$ cat src/rtl/dphr_pkg.sv
`timescale 1ns / 1ps
package dphr_pkg;

   localparam int TABLE_SLOTS_DEF = 4096;
   localparam int MAX_BASES       = 32;
   localparam int KEY_W           = 64;
   localparam int HASH_W          = 32;
   localparam int LEN_W           = 6;
   localparam int SLOT_W          = 12;
   localparam int STATUS_W        = 3;

   typedef enum logic [STATUS_W-1:0] {
      ST_INSERTED,
      ST_DUPLICATE,
      ST_FOUND,
      ST_NOT_FOUND,
      ST_FULL,
      ST_BAD
   } status_type;

   typedef enum logic [2:0] {
      S_CLEAR,
      S_IDLE,
      S_READ,
      S_CHECK,
      S_SCAN_READ,
      S_SCAN_CHECK,
      S_LINK,
      S_RESP
   } state_type;

   typedef enum logic [1:0] {
      SEL_ZERO,
      SEL_CUR,
      SEL_SCAN
   } slot_sel_type;

   // controller to datapath
   typedef struct packed {
      logic         clr_write;
      logic         accept;
      logic         rd_cur;
      logic         rd_scan;
      logic         cur_from_link;
      logic         save_tail;
      logic         scan_init;
      logic         scan_next;
      logic         wr_new_cur;
      logic         wr_new_scan;
      logic         wr_link;
      logic         res_load;
      status_type   res_status;
      slot_sel_type res_sel;
      logic         rsp_push;
   } ctl_cmd_type;

   // datapath to controller
   typedef struct packed {
      logic clr_last;
      logic req_bad;
      logic cmd_query;
      logic rd_used;
      logic rd_match;
      logic rd_link_zero;
      logic scan_end;
      logic rsp_free;
   } dp_stat_type;

   // fold the low 32 key bits into the hash
   function automatic logic [HASH_W-1:0] fold_hash(input logic [KEY_W-1:0] key);
      logic [HASH_W-1:0] h;
      h = key[HASH_W-1:0];
      return h + (h >> 11) + (h >> 20);
   endfunction

endpackage

$ cat src/rtl/dphr_ctrl.sv
`timescale 1ns / 1ps
module dphr_ctrl
   import dphr_pkg::*;
(
   input  logic        clock,
   input  logic        reset,
   input  logic        req_valid,
   output logic        req_ready,
   input  dp_stat_type stat,
   output ctl_cmd_type cmd
);

   state_type state_ff, state_in;

   // hold state
   always_ff @(posedge clock) begin
      if (reset) begin
         state_ff <= S_CLEAR;
      end else begin
         state_ff <= state_in;
      end
   end

   // next state and commands
   always_comb begin
      state_in       = state_ff;
      cmd            = '0;
      cmd.res_status = ST_BAD;
      cmd.res_sel    = SEL_ZERO;
      req_ready      = 1'b0;
      case (state_ff)
         S_CLEAR: begin
            cmd.clr_write = 1'b1;
            if (stat.clr_last) state_in = S_IDLE;
         end
         S_IDLE: begin
            req_ready = 1'b1;
            if (req_valid) begin
               cmd.accept = 1'b1;
               if (stat.req_bad) begin
                  cmd.res_load   = 1'b1;
                  cmd.res_status = ST_BAD;
                  state_in       = S_RESP;
               end else begin
                  state_in = S_READ;
               end
            end
         end
         S_READ: begin
            cmd.rd_cur = 1'b1;
            state_in   = S_CHECK;
         end
         S_CHECK: begin
            if (!stat.rd_used) begin
               cmd.res_load = 1'b1;
               if (stat.cmd_query) begin
                  cmd.res_status = ST_NOT_FOUND;
               end else begin
                  cmd.wr_new_cur = 1'b1;
                  cmd.res_status = ST_INSERTED;
                  cmd.res_sel    = SEL_CUR;
               end
               state_in = S_RESP;
            end else if (stat.rd_match) begin
               cmd.res_load   = 1'b1;
               cmd.res_status = stat.cmd_query ? ST_FOUND : ST_DUPLICATE;
               cmd.res_sel    = SEL_CUR;
               state_in       = S_RESP;
            end else if (!stat.rd_link_zero) begin
               cmd.cur_from_link = 1'b1;
               state_in          = S_READ;
            end else if (stat.cmd_query) begin
               cmd.res_load   = 1'b1;
               cmd.res_status = ST_NOT_FOUND;
               state_in       = S_RESP;
            end else begin
               cmd.save_tail = 1'b1;
               cmd.scan_init = 1'b1;
               state_in      = S_SCAN_READ;
            end
         end
         S_SCAN_READ: begin
            if (stat.scan_end) begin
               cmd.res_load   = 1'b1;
               cmd.res_status = ST_FULL;
               state_in       = S_RESP;
            end else begin
               cmd.rd_scan = 1'b1;
               state_in    = S_SCAN_CHECK;
            end
         end
         S_SCAN_CHECK: begin
            if (!stat.rd_used) begin
               cmd.wr_new_scan = 1'b1;
               cmd.res_load    = 1'b1;
               cmd.res_status  = ST_INSERTED;
               cmd.res_sel     = SEL_SCAN;
               state_in        = S_LINK;
            end else begin
               cmd.scan_next = 1'b1;
               state_in      = S_SCAN_READ;
            end
         end
         S_LINK: begin
            cmd.wr_link = 1'b1;
            state_in    = S_RESP;
         end
         S_RESP: begin
            if (stat.rsp_free) begin
               cmd.rsp_push = 1'b1;
               state_in     = S_IDLE;
            end
         end
         default: begin
            state_in = S_IDLE;
         end
      endcase
   end

endmodule

$ cat config.mk
export PLATFORM = sky130hd
export DESIGN_NAME = dphr_ctrl
export DESIGN_NICKNAME = d
export VERILOG_FILES = /design/src/rtl/dphr_pkg.sv /design/src/rtl/dphr_ctrl.sv
export SDC_FILE = /design/constraint.sdc
export NUM_CORES = 1
export LEC_CHECK = 0
export ABC_AREA = 1
export BUFFER_PORTS_ARGS = -buffer_cell sky130_fd_sc_hd__buf_2
export CAP_MARGIN = 20
export CORE_AREA = 2 2 39 41
export CTS_BUF_LIST = sky130_fd_sc_hd__clkbuf_2 sky130_fd_sc_hd__clkbuf_4 sky130_fd_sc_hd__clkbuf_8
export CTS_CLUSTER_DIAMETER = 50
export CTS_CLUSTER_SIZE = 24
export DETAILED_ROUTE_END_ITERATION = 12
export DIE_AREA = 0 0 41 43
export PLACE_DENSITY = 0.66
export SKIP_CTS_REPAIR_TIMING = 1
export SLEW_MARGIN = 20
export SYNTH_ARGS = -nofsm -noshare
export SYNTH_HDL_FRONTEND = slang
export SYNTH_SLANG_ARGS = --single-unit
$ cat constraint.sdc
create_clock -name clock -period 1.52 [get_ports clock]
set_input_delay 0.076 -clock clock [delete_from_list [all_inputs] [get_ports clock]]
set_output_delay 0.076 -clock clock [all_outputs]
set_load 0.02 [all_outputs]
==> flow_summary_export.csv <==
group,metric,value,unit
global_route,maximum_number_of_pins_on_one_net_before_global_route_repair,8,
setup_path,timing.setup.critical_path_class,"reg2out",
synth,seq_area_frac_synth,14.2,%
cells_and_area,layout.cells.most_common_list,"29 x buf_2, 20 x nor2_1, 17 x nand2_1",
route,route.antenna.remaining_nets,0,
hold_path,class_of_the_tightest_hold_or_removal_check,"in2reg",
route,final_wirelength,1190,um
cells_and_area,area_delta_synth_final,45.7,%
pwr,worst_ir_drop_vdd,728,uV
cts,clk_root_buffer_cell,"clkbuf_4",
synth,synth_cell_type_count,17,
global_route,grt_most_used_layer,"met2",
global_route,grt_util_met3,2.09,%
cts,cts_max_path_buffers,2,
sta,setup_slack,106,ps
cells_and_area,design.final.nets,125,
floorplanning,core-area,0.00138,mm^2
cts,htree_levels,1,
sta,rsz0062_at_grt,"no",
sta,final.min_clock_period,1410,ps
cts,worst_setup_hold_path_clk_slew,40,ps
job,max-cap-violations,0,
cells_and_area,layout-drive-gt1-share,41.6,%
cells_and_area,seq_area,68.8,um^2
route,route.detailed.vias_per_inst,4.67,
synth,average_footprint_of_a_synthesized_cell,5.14,um^2
sta,hold_viol,0,
route,drt_pre_antenna_iters,4,
setup_path,cp_max_fo,7,
cts,clk_latency,230,ps
cells_and_area,multiInputGateArea,287,um^2
floorplanning,rows,14,
cells_and_area,number_of_flip_flops_in_the_largest_register,3,
cells_and_area,max_flop_register,"state_ff",
sta,timing.slew.headroom,88.8,%
route,wl_per_cell,9.22,um
floorplanning,floorplan.die_area,0.00176,mm^2
route,drt_first_iter_violations,10,
cells_and_area,largest_registers,"state_ff (3)",
sta,drv_slew,0,
floorplanning,initial_core_util,30.5,%
global_route,globalRouteMet1Util,16.9,%
cells_and_area,final_common_cell,"buf_2",
cells_and_area,antennaDiodeCount,0,
place,dp.cells,125,
cells_and_area,fillers,160,
cts,cts_tree,"built",
sta,final_setup_tns,0,ps
sta,worst_slew_pin_slew,168,ps
global_route,grt_use_met2,21.6,%
place,post-place-ws,230,ps
setup_path,cp_data_required_time,1440,ps
synth,synth_fp_nets,93,
sta,worst_hold_slack,31.5,ps
route,overall_via_count_from_detail_route,602,
synth,synth.cell_area,422,um^2
setup_path,timing.critical_path.arrival,1340,ps
synth,ys_ff_latch,3,
setup_path,crit_path_end_kind,"output pin",
cells_and_area,finish.utilization,44.4,%
floorplanning,fp.dieH,43,um
cts,tritoncts_buffer_count,3,
global_route,grt_first_pass_wirelength,1690,um
setup_path,timing.critical_path.from_type,"flip-flop",
sta,timing.fmax,0.707,GHz
pwr,cellLeakagePower,0.000376,uW
place,io_buffers,29,
route,drc,0,
run_status,status,"finished clean",
pwr,cellPowerDensity,1540,mW/mm^2
cts,cts.sink_count,3,
sta,clock_skew_after_layout,0.906,ps
place,detailedPlacementHpwl,987,um
sta,final_min_period_over_clock_period,93.0,%
synth,syn_warnings,0,
sta,finalSetupViolCount,0,
place,routabilityCongestion,0.793,
global_route,grtUsageTotal,13.7,%
cells_and_area,final_cell_count_no_fill,129,
global_route,antenna_found_initial,0,
synth,netlist_instances,82,
floorplanning,boundaryPins,30,
floorplanning,die_width,41,um
global_route,vias_in_the_first_global_route,467,
global_route,globalRouteOverflowTotal,0,
==> Yosys cell counts <==
| cell type | number | share of area, % |
|---|---|---|
| o21ai_1 | 3 | 3.6 |
| nor2_2 | 1 | 1.5 |
| nand4_1 | 3 | 4.5 |
| o21ai_0 | 2 | 2.4 |
| nor2_4 | 1 | 2.7 |
| buf_6 | 1 | 2.7 |
| nor2_1 | 20 | 18 |
| or2_4 | 1 | 2.1 |
| o211ai_1 | 1 | 1.8 |
| nand3_1 | 8 | 9.5 |
| inv_1 | 11 | 9.8 |
| inv_2 | 4 | 3.6 |
| nand2_1 | 18 | 16 |
| dfxtp_1 | 3 | 14 |
| a21oi_1 | 2 | 2.4 |
| buf_4 | 2 | 3.6 |
| a21oi_2 | 1 | 2.1 |
==> cell type report <==
type	instances	share of cell area, %
clock buffers	4	4.89
inverters	15	9.16
multi-input cells	61	46.6
flip-flops and latches	3	11.2
well taps	16	3.26
repair buffers	30	24.8
==> critical path, cell delays in order (launching register included) <==
cell and delay (ps):
dfxtp_4 370, nand2_2 80, nor2_4 110, inv_2 80
o21ai_1 80, o21ai_1 90, nor2_1 90, o21ai_1 60
buf_2 150
==> final timing paths <==
| check | startpoint | to | slack [ps] | cells past startpoint |
|---|---|---|---|---|
| setup / recovery | state_ff[0] | cmd[3] | 110 | 8 |
| hold / removal | reset | state_ff[1] | 30 | 2 |
| setup reg to reg | state_ff[1] | state_ff[1] | 370 | 7 |
| hold reg to reg | state_ff[1] | state_ff[1] | 620 | 2 |
==> metal layers <==
metal | share of wire, % | wire length [um]
met5 | 0 | 0
met1 | 44 | 520
met3 | 11 | 127
met4 | 1.2 | 14
met2 | 44 | 529
==> power breakdown <==
group / internal, uW / switching, uW / total, uW
Sequential: 123 / 53.8 / 177
Clock: 116 / 40.2 / 156
Combinational: 220 / 392 / 611
Total: 459 / 486 / 945
==> kinds of logic (layout without fill, tap and decap cells) <==
kind of cell / Yosys count / after routing / share of synthesized area (%)
DFF: 3 / 3 / 14.2
and+or+nand+nor: 52 / 52 / 54.0
AOI/OAI and AO/OA: 9 / 9 / 12.2
buffers and inverters: 18 / 49 / 19.6
==> stage by stage <==
stage,cell area (um^2),power (uW)
2_1_floorplan,422,604
3_3_place_gp,568,757
3_5_place_dp,568,766
4_1_cts,598,928
5_1_grt,614,1030
6_report,614,945
No activity file was read; power rests on OpenSTA's default activity.
